`config.mk`:
```
export PLATFORM = sky130hd
export DESIGN_NAME = point_in_polygon_crossing
export DESIGN_NICKNAME = d
export VERILOG_FILES = /design/src/design/pipc_pkg.sv /design/src/design/pipc_queue.sv /design/src/design/pipc_front.sv /design/src/design/pipc_edge.sv /design/src/design/pipc_back.sv /design/src/design/point_in_polygon_crossing.sv
export VERILOG_INCLUDE_DIRS = /design/src /design/src/design
export SDC_FILE = /design/constraint.sdc
export NUM_CORES = 2
export LEC_CHECK = 0
export ABC_AREA = 1
export BUFFER_PORTS_ARGS = -buffer_cell sky130_fd_sc_hd__clkbuf_2
export CORE_UTILIZATION = 49
export DETAILED_ROUTE_END_ITERATION = 12
export PLACE_DENSITY = 0.65
export SYNTH_ARGS = -nofsm -noshare
export SYNTH_HDL_FRONTEND = slang
export SYNTH_SLANG_ARGS = --single-unit
```
`constraint.sdc`:
```
create_clock -name clk_i -period 9.8 [get_ports clk_i]
set_clock_uncertainty 0.1 [all_clocks]
set_input_delay 1.96 -clock clk_i [delete_from_list [all_inputs] [get_ports clk_i]]
set_output_delay 1.96 -clock clk_i [all_outputs]
set_load 0.01 [all_outputs]
```
`src/design/point_in_polygon_crossing_defines.svh`:
```
// Assertion macros shared by the point-in-polygon block.
`ifndef POINT_IN_POLYGON_CROSSING_DEFINES_SVH
`define POINT_IN_POLYGON_CROSSING_DEFINES_SVH

`ifndef SYNTHESIS

// Same-cycle implication, disabled while reset is asserted.
`define PIPC_ASSERT_NOW(lbl, clk, rstn, ante, cons) \
  lbl: assert property (@(posedge clk) disable iff (!rstn) (ante) |-> (cons)) \
    else $error("pipc assertion failed");

// Next-cycle implication, disabled while reset is asserted.
`define PIPC_ASSERT_NEXT(lbl, clk, rstn, ante, cons) \
  lbl: assert property (@(posedge clk) disable iff (!rstn) (ante) |=> (cons)) \
    else $error("pipc assertion failed");

`else

`define PIPC_ASSERT_NOW(lbl, clk, rstn, ante, cons)
`define PIPC_ASSERT_NEXT(lbl, clk, rstn, ante, cons)

`endif

`endif

```
`src/design/pipc_pkg.sv`:
```
package pipc_pkg;

  // Default coordinate width and queue depth.
  localparam int COORD_BITS_DEF  = 16;
  localparam int QUEUE_DEPTH_DEF = 4;

  // Vertex count saturates here; three or more vertices make a real polygon.
  localparam logic [1:0] SEEN_SAT = 2'd3;

  // Coordinate words carried per queue entry.
  localparam int ENTRY_COORDS = 8;

  // Classification of one vertex transaction, handed from front to back.
  typedef struct packed {
    logic edge_a;      // edge from the previous vertex is tested
    logic edge_b;      // closing edge back to the first vertex is tested
    logic short_poly;  // fewer than three vertices so far
  } item_flags_t;

endpackage

```
`src/design/pipc_queue.sv`:
```
module pipc_queue #(
  parameter int WIDTH = 8,
  parameter int DEPTH = pipc_pkg::QUEUE_DEPTH_DEF
) (
  input  logic             clk_i,
  input  logic             rst_ni,
  input  logic             push_valid_i,
  output logic             push_ready_o,
  input  logic [WIDTH-1:0] push_data_i,
  output logic             pop_valid_o,
  input  logic             pop_ready_i,
  output logic [WIDTH-1:0] pop_data_o
);

  localparam int AW = (DEPTH > 1) ? $clog2(DEPTH) : 1;
  localparam int CW = $clog2(DEPTH + 1);

  logic [WIDTH-1:0] mem_q [DEPTH];
  logic [AW-1:0]    wr_ptr_q, wr_ptr_d;
  logic [AW-1:0]    rd_ptr_q, rd_ptr_d;
  logic [CW-1:0]    count_q, count_d;
  logic             push, pop;

  assign push_ready_o = (count_q != CW'(DEPTH));
  assign pop_valid_o  = (count_q != '0);
  assign pop_data_o   = mem_q[rd_ptr_q];
  assign push         = push_valid_i & push_ready_o;
  assign pop          = pop_valid_o & pop_ready_i;

  // Pointer and occupancy bookkeeping.
  always_comb begin
    wr_ptr_d = wr_ptr_q;
    rd_ptr_d = rd_ptr_q;
    count_d  = count_q;
    if (push) begin
      wr_ptr_d = (wr_ptr_q == AW'(DEPTH - 1)) ? '0 : wr_ptr_q + 1'b1;
    end
    if (pop) begin
      rd_ptr_d = (rd_ptr_q == AW'(DEPTH - 1)) ? '0 : rd_ptr_q + 1'b1;
    end
    if (push && !pop) begin
      count_d = count_q + 1'b1;
    end else if (pop && !push) begin
      count_d = count_q - 1'b1;
    end
  end

  always_ff @(posedge clk_i or negedge rst_ni) begin
    if (!rst_ni) begin
      wr_ptr_q <= '0;
      rd_ptr_q <= '0;
      count_q  <= '0;
    end else begin
      wr_ptr_q <= wr_ptr_d;
      rd_ptr_q <= rd_ptr_d;
      count_q  <= count_d;
    end
  end

  // Entry storage needs no reset.
  always_ff @(posedge clk_i) begin
    if (push) begin
      mem_q[wr_ptr_q] <= push_data_i;
    end
  end

endmodule

```
`src/design/pipc_front.sv`:
```
module pipc_front #(
  parameter int COORD_BITS = pipc_pkg::COORD_BITS_DEF
) (
  input  logic                                          clk_i,
  input  logic                                          rst_ni,
  input  logic                                          in_valid_i,
  output logic                                          in_ready_o,
  input  logic signed [COORD_BITS-1:0]                  vertex_x_i,
  input  logic signed [COORD_BITS-1:0]                  vertex_y_i,
  input  logic signed [COORD_BITS-1:0]                  target_x_i,
  input  logic signed [COORD_BITS-1:0]                  target_y_i,
  input  logic                                          last_vertex_i,
  output logic                                          push_valid_o,
  input  logic                                          push_ready_i,
  output pipc_pkg::item_flags_t                         push_flags_o,
  output logic [pipc_pkg::ENTRY_COORDS*COORD_BITS-1:0]  push_data_o
);

  logic [COORD_BITS-1:0] first_x_q, first_y_q, prev_x_q, prev_y_q;
  logic [COORD_BITS-1:0] first_x_eff, first_y_eff;
  logic [1:0]            seen_q;
  logic                  accept;

  assign in_ready_o   = push_ready_i;
  assign push_valid_o = in_valid_i;
  assign accept       = in_valid_i & push_ready_i;

  // The first vertex of a polygon is its own closing point.
  assign first_x_eff = (seen_q == '0) ? vertex_x_i : first_x_q;
  assign first_y_eff = (seen_q == '0) ? vertex_y_i : first_y_q;

  // Classify the transaction and gather every coordinate the edge tests need.
  always_comb begin
    push_flags_o.edge_a     = (seen_q != '0);
    push_flags_o.edge_b     = last_vertex_i;
    push_flags_o.short_poly = (seen_q < 2'd2);
    push_data_o = {prev_x_q, prev_y_q, vertex_x_i, vertex_y_i,
                   first_x_eff, first_y_eff, target_x_i, target_y_i};
  end

  // Polygon tracking state; a last vertex returns it to the start.
  always_ff @(posedge clk_i or negedge rst_ni) begin
    if (!rst_ni) begin
      first_x_q <= '0;
      first_y_q <= '0;
      prev_x_q  <= '0;
      prev_y_q  <= '0;
      seen_q    <= '0;
    end else if (accept) begin
      if (last_vertex_i) begin
        first_x_q <= '0;
        first_y_q <= '0;
        prev_x_q  <= '0;
        prev_y_q  <= '0;
        seen_q    <= '0;
      end else begin
        first_x_q <= first_x_eff;
        first_y_q <= first_y_eff;
        prev_x_q  <= vertex_x_i;
        prev_y_q  <= vertex_y_i;
        if (seen_q != pipc_pkg::SEEN_SAT) begin
          seen_q <= seen_q + 1'b1;
        end
      end
    end
  end

endmodule

```
`src/design/pipc_edge.sv`:
```
module pipc_edge #(
  parameter int COORD_BITS = pipc_pkg::COORD_BITS_DEF
) (
  input  logic                         clk_i,
  input  logic                         rst_ni,
  input  logic                         en_i,
  input  logic                         active_i,
  input  logic signed [COORD_BITS-1:0] xo_i,
  input  logic signed [COORD_BITS-1:0] yo_i,
  input  logic signed [COORD_BITS-1:0] xn_i,
  input  logic signed [COORD_BITS-1:0] yn_i,
  input  logic signed [COORD_BITS-1:0] xt_i,
  input  logic signed [COORD_BITS-1:0] yt_i,
  output logic                         cross_o
);

  localparam int DW = COORD_BITS + 1;
  localparam int PW = 2 * DW;

  logic signed [COORD_BITS-1:0] x1, y1, x2, y2;
  logic signed [DW-1:0]         ya_d, xb_d, yc_d, xd_d;
  logic signed [DW-1:0]         ya_q, xb_q, yc_q, xd_q;
  logic signed [PW-1:0]         lhs_d, rhs_d, lhs_q, rhs_q;
  logic                         span_miss, ok1_d, ok1_q, ok2_q;

  // Order the endpoints by x; a tie puts the new vertex first.
  always_comb begin
    if (xn_i > xo_i) begin
      x1 = xo_i;
      y1 = yo_i;
      x2 = xn_i;
      y2 = yn_i;
    end else begin
      x1 = xn_i;
      y1 = yn_i;
      x2 = xo_i;
      y2 = yo_i;
    end
    span_miss = ((xn_i < xt_i) != (xt_i <= xo_i));
    ok1_d     = active_i & ~span_miss;
    ya_d = DW'(yt_i) - DW'(y1);
    xb_d = DW'(x2)   - DW'(x1);
    yc_d = DW'(y2)   - DW'(y1);
    xd_d = DW'(xt_i) - DW'(x1);
  end

  assign lhs_d = PW'(ya_q) * PW'(xb_q);
  assign rhs_d = PW'(yc_q) * PW'(xd_q);

  // Difference stage, then product stage.
  always_ff @(posedge clk_i or negedge rst_ni) begin
    if (!rst_ni) begin
      ok1_q <= 1'b0;
      ok2_q <= 1'b0;
    end else if (en_i) begin
      ok1_q <= ok1_d;
      ok2_q <= ok1_q;
    end
  end

  always_ff @(posedge clk_i) begin
    if (en_i) begin
      ya_q  <= ya_d;
      xb_q  <= xb_d;
      yc_q  <= yc_d;
      xd_q  <= xd_d;
      lhs_q <= lhs_d;
      rhs_q <= rhs_d;
    end
  end

  // The target lies below the edge when the left product is the smaller one.
  assign cross_o = ok2_q & (lhs_q < rhs_q);

endmodule

```
`src/design/pipc_back.sv`:
```
module pipc_back #(
  parameter int COORD_BITS = pipc_pkg::COORD_BITS_DEF
) (
  input  logic                                          clk_i,
  input  logic                                          rst_ni,
  input  logic                                          pop_valid_i,
  output logic                                          pop_ready_o,
  input  pipc_pkg::item_flags_t                         pop_flags_i,
  input  logic [pipc_pkg::ENTRY_COORDS*COORD_BITS-1:0]  pop_data_i,
  output logic                                          out_valid_o,
  input  logic                                          out_ready_i,
  output logic                                          inside_res_o
);

  localparam int W = COORD_BITS;

  logic signed [W-1:0] prev_x, prev_y, vert_x, vert_y;
  logic signed [W-1:0] first_x, first_y, targ_x, targ_y;
  logic                en, cross_a, cross_b, parity_next;
  logic                vld_s1_q, vld_s2_q;
  logic                last_s1_q, last_s2_q, short_s1_q, short_s2_q;
  logic                parity_q, out_valid_q, out_res_q;

  // Unpack the queue entry.
  assign prev_x  = pop_data_i[8*W-1 -: W];
  assign prev_y  = pop_data_i[7*W-1 -: W];
  assign vert_x  = pop_data_i[6*W-1 -: W];
  assign vert_y  = pop_data_i[5*W-1 -: W];
  assign first_x = pop_data_i[4*W-1 -: W];
  assign first_y = pop_data_i[3*W-1 -: W];
  assign targ_x  = pop_data_i[2*W-1 -: W];
  assign targ_y  = pop_data_i[W-1:0];

  // The whole pipeline advances unless a result waits at the output.
  assign en          = ~out_valid_q | out_ready_i;
  assign pop_ready_o = en;

  // Edge from the previous vertex to this one.
  pipc_edge #(.COORD_BITS(COORD_BITS)) u_edge_a (
    .clk_i    (clk_i),
    .rst_ni   (rst_ni),
    .en_i     (en),
    .active_i (pop_valid_i & pop_flags_i.edge_a),
    .xo_i     (prev_x),
    .yo_i     (prev_y),
    .xn_i     (vert_x),
    .yn_i     (vert_y),
    .xt_i     (targ_x),
    .yt_i     (targ_y),
    .cross_o  (cross_a)
  );

  // Closing edge from this vertex back to the first one.
  pipc_edge #(.COORD_BITS(COORD_BITS)) u_edge_b (
    .clk_i    (clk_i),
    .rst_ni   (rst_ni),
    .en_i     (en),
    .active_i (pop_valid_i & pop_flags_i.edge_b),
    .xo_i     (vert_x),
    .yo_i     (vert_y),
    .xn_i     (first_x),
    .yn_i     (first_y),
    .xt_i     (targ_x),
    .yt_i     (targ_y),
    .cross_o  (cross_b)
  );

  assign parity_next = parity_q ^ cross_a ^ cross_b;

  // Transaction tags travel alongside the edge units.
  always_ff @(posedge clk_i or negedge rst_ni) begin
    if (!rst_ni) begin
      vld_s1_q   <= 1'b0;
      vld_s2_q   <= 1'b0;
      last_s1_q  <= 1'b0;
      last_s2_q  <= 1'b0;
      short_s1_q <= 1'b0;
      short_s2_q <= 1'b0;
    end else if (en) begin
      vld_s1_q   <= pop_valid_i;
      vld_s2_q   <= vld_s1_q;
      last_s1_q  <= pop_flags_i.edge_b;
      last_s2_q  <= last_s1_q;
      short_s1_q <= pop_flags_i.short_poly;
      short_s2_q <= short_s1_q;
    end
  end

  // Parity accumulation and the output register.
  always_ff @(posedge clk_i or negedge rst_ni) begin
    if (!rst_ni) begin
      parity_q    <= 1'b0;
      out_valid_q <= 1'b0;
      out_res_q   <= 1'b0;
    end else begin
      if (en && vld_s2_q) begin
        if (last_s2_q) begin
          parity_q    <= 1'b0;
          out_valid_q <= 1'b1;
          out_res_q   <= ~short_s2_q & parity_next;
        end else begin
          parity_q <= parity_next;
          if (out_ready_i) begin
            out_valid_q <= 1'b0;
          end
        end
      end else if (out_ready_i) begin
        out_valid_q <= 1'b0;
      end
    end
  end

  assign out_valid_o  = out_valid_q;
  assign inside_res_o = out_res_q;

endmodule

```
`src/design/point_in_polygon_crossing.sv`:
```
// Even-odd ray crossing test over a streamed polygon: one vertex is taken per
// transaction together with the target point, and the transaction flagged as
// the last vertex yields one result (1 inside, 0 outside or fewer than three
// vertices). The block takes one vertex per clock cycle while the queue has room;
// an accepted vertex passes through the queue, the coordinate difference stage and
// the registered multiplier stage of the edge units that test the incoming
// edge and the closing edge side by side, and then through the output register.
// A short queue lets input keep flowing while the output is stalled.
`include "point_in_polygon_crossing_defines.svh"

module point_in_polygon_crossing #(
  parameter int COORD_BITS  = pipc_pkg::COORD_BITS_DEF,
  parameter int QUEUE_DEPTH = pipc_pkg::QUEUE_DEPTH_DEF
) (
  input  logic                         clk_i,
  input  logic                         rst_ni,
  input  logic                         in_valid_i,
  output logic                         in_ready_o,
  input  logic signed [COORD_BITS-1:0] vertex_x_i,
  input  logic signed [COORD_BITS-1:0] vertex_y_i,
  input  logic signed [COORD_BITS-1:0] target_x_i,
  input  logic signed [COORD_BITS-1:0] target_y_i,
  input  logic                         last_vertex_i,
  output logic                         out_valid_o,
  input  logic                         out_ready_i,
  output logic                         inside_res_o
);

  localparam int DATA_W  = pipc_pkg::ENTRY_COORDS * COORD_BITS;
  localparam int FLAGS_W = $bits(pipc_pkg::item_flags_t);
  localparam int ENTRY_W = FLAGS_W + DATA_W;

  pipc_pkg::item_flags_t push_flags, pop_flags;
  logic [DATA_W-1:0]     push_data, pop_data;
  logic [ENTRY_W-1:0]    pop_entry;
  logic                  push_valid, push_ready, pop_valid, pop_ready;

  // Front: tracks the polygon and classifies each vertex.
  pipc_front #(.COORD_BITS(COORD_BITS)) u_front (
    .clk_i         (clk_i),
    .rst_ni        (rst_ni),
    .in_valid_i    (in_valid_i),
    .in_ready_o    (in_ready_o),
    .vertex_x_i    (vertex_x_i),
    .vertex_y_i    (vertex_y_i),
    .target_x_i    (target_x_i),
    .target_y_i    (target_y_i),
    .last_vertex_i (last_vertex_i),
    .push_valid_o  (push_valid),
    .push_ready_i  (push_ready),
    .push_flags_o  (push_flags),
    .push_data_o   (push_data)
  );

  // Queue between the front and the edge pipeline.
  pipc_queue #(.WIDTH(ENTRY_W), .DEPTH(QUEUE_DEPTH)) u_queue (
    .clk_i        (clk_i),
    .rst_ni       (rst_ni),
    .push_valid_i (push_valid),
    .push_ready_o (push_ready),
    .push_data_i  ({push_flags, push_data}),
    .pop_valid_o  (pop_valid),
    .pop_ready_i  (pop_ready),
    .pop_data_o   (pop_entry)
  );

  assign pop_flags = pipc_pkg::item_flags_t'(pop_entry[ENTRY_W-1 -: FLAGS_W]);
  assign pop_data  = pop_entry[DATA_W-1:0];

  // Back: edge tests, parity and result.
  pipc_back #(.COORD_BITS(COORD_BITS)) u_back (
    .clk_i        (clk_i),
    .rst_ni       (rst_ni),
    .pop_valid_i  (pop_valid),
    .pop_ready_o  (pop_ready),
    .pop_flags_i  (pop_flags),
    .pop_data_i   (pop_data),
    .out_valid_o  (out_valid_o),
    .out_ready_i  (out_ready_i),
    .inside_res_o (inside_res_o)
  );

  // An accepted vertex is waiting in the queue on the next cycle.
  `PIPC_ASSERT_NEXT(a_accept_fills_queue, clk_i, rst_ni, in_valid_i && in_ready_o, pop_valid)
  // An empty queue always has room.
  `PIPC_ASSERT_NOW(a_empty_has_room, clk_i, rst_ni, !pop_valid, in_ready_o)
  // A stalled result freezes the edge pipeline.
  `PIPC_ASSERT_NOW(a_stall_holds_pipe, clk_i, rst_ni, out_valid_o && !out_ready_i, !pop_ready)

endmodule
```
Word level (Yosys, flattened, before mapping)
Memories as Yosys holds them, arrays and structs flattened.
Index checks and enable logic that the tools add are counted.
- add/subtract/negate cells: 13
- multipliers: 4
- div/mod/pow operators: 0
- $lt $le $gt $ge: 9
- equality and inequality tests: 6
- shifts and indexed selects: 0
- mux-type cells: 26
- bitwise operators: 16
- reduce and logical (&&, ||, !) cells: 12
- operator list (operator ; count):
    two-way mux 16 bit ; 14
    multiplier 17 x 17 -> 34 bit ; 4
    subtractor 16 x 16 -> 17 bit ; 8
    less-than comparator 34 bit ; 2
    greater-than comparator 16 bit ; 2
    <= comparator 16 bit ; 2
    less-than comparator 16 bit ; 2
    AND 1 bit ; 9
    two-way mux 2 bit ; 4
    adder 2 x 1 -> 2 bit, second input constant ; 3
    two-way mux 1 bit ; 6
    two-way mux 3 bit ; 2
    nonzero test 2 bit ; 3
    == test 2 bit, second input constant ; 2
    inverter 1 bit ; 4
    AND reduction 2 bit ; 2
    adder 3 x 1 -> 3 bit, second input constant ; 1
    logical AND 1 bit ; 3
    inequality test 3 bit, second input constant ; 1
    nonzero test 3 bit ; 1
    subtractor 3 x 1 -> 3 bit, second input constant ; 1
    logical NOT 1 bit ; 2
    logical NOT 2 bit ; 1
    less-than comparator 2 bit, second input constant ; 1
    4 further kinds ; 6
- register bits after elaboration: 358
- bits in latches: 0
- memory bits (writable): 524
- bits in read-only memories: 0
- input port bits: 69
- output and inout bits: 3
- word-level logic and storage cells: 120
- memories: 1
- memories (name ; words ; width ; read ports ; clocked after Yosys merged registers in ; write ports ; RTL line ; RTL):
    u_queue.mem_q ; 4 ; 131 ; 1 ; 0 ; 1 ; pipc_queue.sv:18 ; logic [WIDTH-1:0] mem_q [DEPTH];

Depth between registers and ports, before layout
- depth after elaboration: 6
- gate-level depth with buffers: 37
- depth with buffers taken out: 34

By module
A second synthesis with hierarchy kept.
- cell total of the unflattened synthesis: 10130
- area, all modules: 90345.4 um^2
- modules (own cells, without submodules) (module ; times used ; cells each ; area an instance (um^2) ; seq. area each (um^2)):
    pipc_edge (u_back.u_edge_a) ; 1 ; 4029 ; 32449.9 ; 4134.0
    pipc_edge (u_back.u_edge_b) ; 1 ; 4005 ; 32319.7 ; 4134.0
    pipc_queue ; 1 ; 1588 ; 21660.8 ; 15910.3
    pipc_front ; 1 ; 462 ; 3500.9 ; 1651.6
    pipc_back ; 1 ; 46 ; 414.1 ; 225.2

Worst setup path after synthesis
Ideal clock, no wire load.
- kind: input port to flip-flop
- start point: input port out_ready_i
- end point: register u_back.u_edge_a.lhs_q[0], enable pin
- setup time: 2.315 ns
- data arrival time: 7.231 ns
- required time: 7.385 ns
- slack: 0.155 ns
- stages on the path: 2
- path buffers: 0
- cell sequence: nor2_1 clkinv_1
- longest elaborated chain between the ends: 1
- ends and longest elaborated chain (what ; RTL line ; RTL):
    start: declaration ; point_in_polygon_crossing.sv:25 ; input logic out_ready_i,
    bitwise OR 1 bit ; pipc_back.sv:35 ; assign en = ~out_valid_q | out_ready_i;
    named net pop_ready ; point_in_polygon_crossing.sv:36 ; logic push_valid, push_ready, pop_valid, pop_ready;
    end signal: assignment ; pipc_edge.sv:67 ; lhs_q <= lhs_d;
    end: declaration ; pipc_edge.sv:23 ; logic signed [PW-1:0] lhs_d, rhs_d, lhs_q, rhs_q;
The timed path passes the listed nets, and every way through them passes these cells.
A chain may end at the register's enable or synchronous reset.

Worst setup path after layout
- start point: register u_queue.rd_ptr_q[0]
- end point: register u_back.u_edge_b.ya_q[15], data pin
- longest elaborated chain between the ends: 4
- ends and longest elaborated chain (what ; RTL line ; RTL):
    start: declaration ; pipc_queue.sv:20 ; logic [AW-1:0] rd_ptr_q, rd_ptr_d;
    start signal: assignment ; pipc_queue.sv:55 ; rd_ptr_q <= rd_ptr_d;
    memory read (4 x 131 bit) * ; n/a ;
    greater-than comparator 16 bit ; pipc_edge.sv:28 ; if (xn_i > xo_i) begin
    two-way mux 16 bit ; pipc_edge.sv:28 ;
    subtractor 16 x 16 -> 17 bit * ; pipc_edge.sv:41 ; ya_d = DW'(yt_i) - DW'(y1);
    named net u_back.u_edge_b.ya_d[15] ; pipc_edge.sv:21 ; logic signed [DW-1:0] ya_d, xb_d, yc_d, xd_d;
    end signal: assignment ; pipc_edge.sv:63 ; ya_q <= ya_d;
    end: declaration ; pipc_edge.sv:22 ; logic signed [DW-1:0] ya_q, xb_q, yc_q, xd_q;
Mark *: on every way through the listed nets, which the timed path passes. The rest lies on a longest branch.

==> flow_summary.toml <==
[yosys]
async_flop_share_pct = 9.75
synth-main-ff-cell = "edfxtp_1"
syn_avg_cell_area_um2 = 9.29
synth_top_area_share_pct = 27.8
synth_mux_area_share_pct = 0.0131
synth-compound-area-share_pct = 6.73
ys_types = 57
synth_xor_area_share_pct = 2.54
yosysTopAreaCell = "edfxtp_1"
ys_seq_area_share_pct = 30.3
synth_edf_count = 796
ys_warn_count = 0
synth_fp_nets = 11100
synth_cells = 9257
yosys.area_share.adder_pct = 36.3
synthTopCellsByArea = "edfxtp_1 (28%), fa_1 (28%), inv_1 (9.6%)"
syn_area_um2 = 86000
ys_seq_elements = 882
synth-simple-area-share_pct = 12.6
synth_top_family_by_area = "adder cells"

[detailed_routing]
drt_wl_total_um = 225000
vias = 60400
drc = 0
firstDrtPassIters = 5
drt-vias-per-instance = 5.25
first_iter_violations = 4611
wl_per_cell_um = 19.5
drtAntennaViolNets = 0

[clock_network]
clock_path_buffers = 3
clkLatencyLatePin_ns = 0.71
clk_pin_slew_ns = 0.06
cts_sinks = 882
cts_resized = 0
cts_buffers = 96
cts_max_level = 3
cts_tree = "yes"
cts_root_buf = "clkbuf_16"
cts_setup_buffers = 0
cts_hold_buffers = 0

[worst_setup_path]
cp-end-kind = "register"
cp.required_ns = 10.14
critPathMaxStageDelay_ns = 0.87
path_class = "reg2reg"
critPathTopFamily = "compound AO/OA/AOI/OAI gates"
path_buf_inv = 3
crit_arrival_ns = 8.32
cp_common_cell = "nand2_1"
cp_slowest_cell = "o21ai_0"
worstSetupStartpointType = "register"
crit_chain = "inv_8 -> nand2_1 -> a32oi_1 -> inv_1 -> ha_1 -> nand2_1 -> inv_1 -> and3_2 -> nand3_2 -> nand3_2 -> o21ai_0 -> ha_1 -> nand3_1 -> nand2_1 -> a21oi_1 -> o21ai_0 -> a21boi_0 -> o21ai_0 -> a21boi_0 -> nor2_1 -> o21ai_0 -> nand2_1 -> nand2_1 -> nand2_1"
crit_fanout = 153

[cells_and_area]
layout.nets = 10900
drive_gt1_share_pct = 4.05
fin_area_um2 = 91500
fin_cells = 11500
synthToLayoutAreaGrowth_pct = 6.43
nFillCells = 15600
final_common_cell = "inv_1"
finalCoreUtilization_pct = 52.6
final_cell_mix = "inv_1 (2,193), nand2_1 (2,151), fa_1 (1,191)"

[placement]
place_area_um2 = 88300
place_inst = 11300
gp_congestion = 0.952
numPortBuffers = 71
place_hpwl_um = 174000

[grt]
antenna_found_initial = 2
grt_pass1_wl_um = 358000
met1_usage_pct = 36.2
gr-usage-met2_pct = 42.9
use_met3_pct = 3.17
grt-ovfl-total = 0
grt_busiest_layer = "met2"
grt_usage_pct = 25.9
grt_max_degree = 168
first_global_vias = 63200

[floorplanning]
pin_count = 72
fp.coreArea_um2 = 174000
die_w_um = 421
fp.dieH_um = 421
start_util_pct = 49.4
die_area_um2 = 177000
std_cell_rows = 153

[outcome]
status = "finished clean"

[timing]
setup_viol = 0
fmax_mhz = 125
period_minus_slack_ns = 7.99
rsz0062_at_grt = "no"
worst_slew_pin_slew_ns = 1.23
relSlewSlack_pct = 17.9
slew_violations = 0
hold_viol = 0
tns_ns = 0
period_share_pct = 81.5

[hold_path]
hold_class = "reg2reg"

[flow_run]
maxCapViolations = 0
[state kept, by name, indices dropped and copies added, names as in the netlist, 3 cells and up]
signal	flops
u_back.u_edge_a.rhs_q	34
u_back.u_edge_a.lhs_q	34
u_queue.count_q	3
u_back.u_edge_b.lhs_q	34
u_back.u_edge_b.yc_q	17
u_front.first_y_q	16
u_back.u_edge_b.rhs_q	34
u_back.u_edge_a.ya_q	17
u_back.u_edge_a.yc_q	17
u_back.u_edge_b.xd_q	17
u_back.u_edge_a.xb_q	17
u_back.u_edge_a.xd_q	17
u_back.u_edge_b.xb_q	17
u_front.prev_y_q	16
u_back.u_edge_b.ya_q	17
u_front.first_x_q	16
u_queue.mem_q	524
u_front.prev_x_q	16
[per-layer routing]
layer | part of all wire [%] | vias up | wire length (um)
li1 | - | 28000 | -
met1 | 44 | 30300 | 99500
met3 | 5.8 | 268 | 13000
met5 | 0.0058 | - | 13
met2 | 48 | 1734 | 107000
met4 | 2.4 | 2 | 5310
[logic make-up (layout without fill, tap and decap cells)]
group | count (synthesis) | after routing
simple gates | 2731 | 2731
buf+inv | 2606 | 2519
fa+ha+maj | 1781 | 1781
compound gates | 1007 | 1007
flops | 882 | 882
xor+xnor | 249 | 249
mux | 1 | 1
other cells | 0 | 2
[worst paths after layout]
| kind | slack [ns] | start | cells past startpoint | endpoint |
|---|---|---|---|---|
| setup / recovery | 1.81 | u_queue.rd_ptr_q[0]$_DFFE_PN0P_ | 24 | u_back.u_edge_b.ya_q[15]$_DFFE_PN_ |
| hold / removal | 0.36 | u_back.u_edge_b.ok1_q$_DFFE_PN0N_ | 2 | u_back.u_edge_b.ok2_q$_DFFE_PN0N_ |
| setup reg to reg | 1.81 | u_queue.rd_ptr_q[0]$_DFFE_PN0P_ | 24 | u_back.u_edge_b.ya_q[15]$_DFFE_PN_ |
| hold reg to reg | 0.36 | u_back.u_edge_b.ok1_q$_DFFE_PN0N_ | 2 | u_back.u_edge_b.ok2_q$_DFFE_PN0N_ |
| max in group asynchronous | 7.07 | rst_ni | 2 | u_queue.rd_ptr_q[0]$_DFFE_PN0P_ |
| min in group asynchronous | 1.12 | rst_ni | 1 | u_front.prev_y_q[13]$_DFFE_PN0P_ |
[cell usage after synthesis (22+ instances only)]
library cell and number:
inv_1 2194, nand2_1 2152, fa_1 1191, edfxtp_1 796, ha_1 590, a21oi_1 367
o21ai_0 359, clkbuf_1 342, nor2_1 276, nand3_1 160, xor2_1 157, xnor2_1 92
dfrtp_1 86, a32oi_1 63, o22ai_1 47, nand4_1 43, buf_2 40, a21o_1 23
nor3_1 23, or2_2 22
[area by class of cell]
cell class / count / area [um2] / share of cell area, %
inverters: 2203 / 8290 / 9.06
flip-flops and latches: 882 / 26100 / 28.5
well taps: 2325 / 2910 / 3.18
multi-input cells: 5769 / 50100 / 54.8
repair buffers: 140 / 938 / 1.03
clock inverters: 54 / 577 / 0.630
clock buffers: 122 / 2640 / 2.89
diodes: 2 / 5.00 / 0.00547
[per-stage QoR]
stage | worst slack [ns] | hold WS (ns)
after floorplan | 0.155 | 0.342
after global placement | 2.00 | 0.355
after detailed placement | 1.88 | 0.370
after CTS | 1.85 | 0.365
after global routing | 1.13 | 0.385
final | 1.81 | 0.362
[tightest hold or removal path, stage by stage, from the launching register on]
cell and delay [ns]:
dfrtp_1 0.35, nand2_1 0.06, nand2_1 0.05
Power is left out: the tool's default activity adds up to more than one toggle a clock period on the data nets, which glitch-free logic cannot reach.
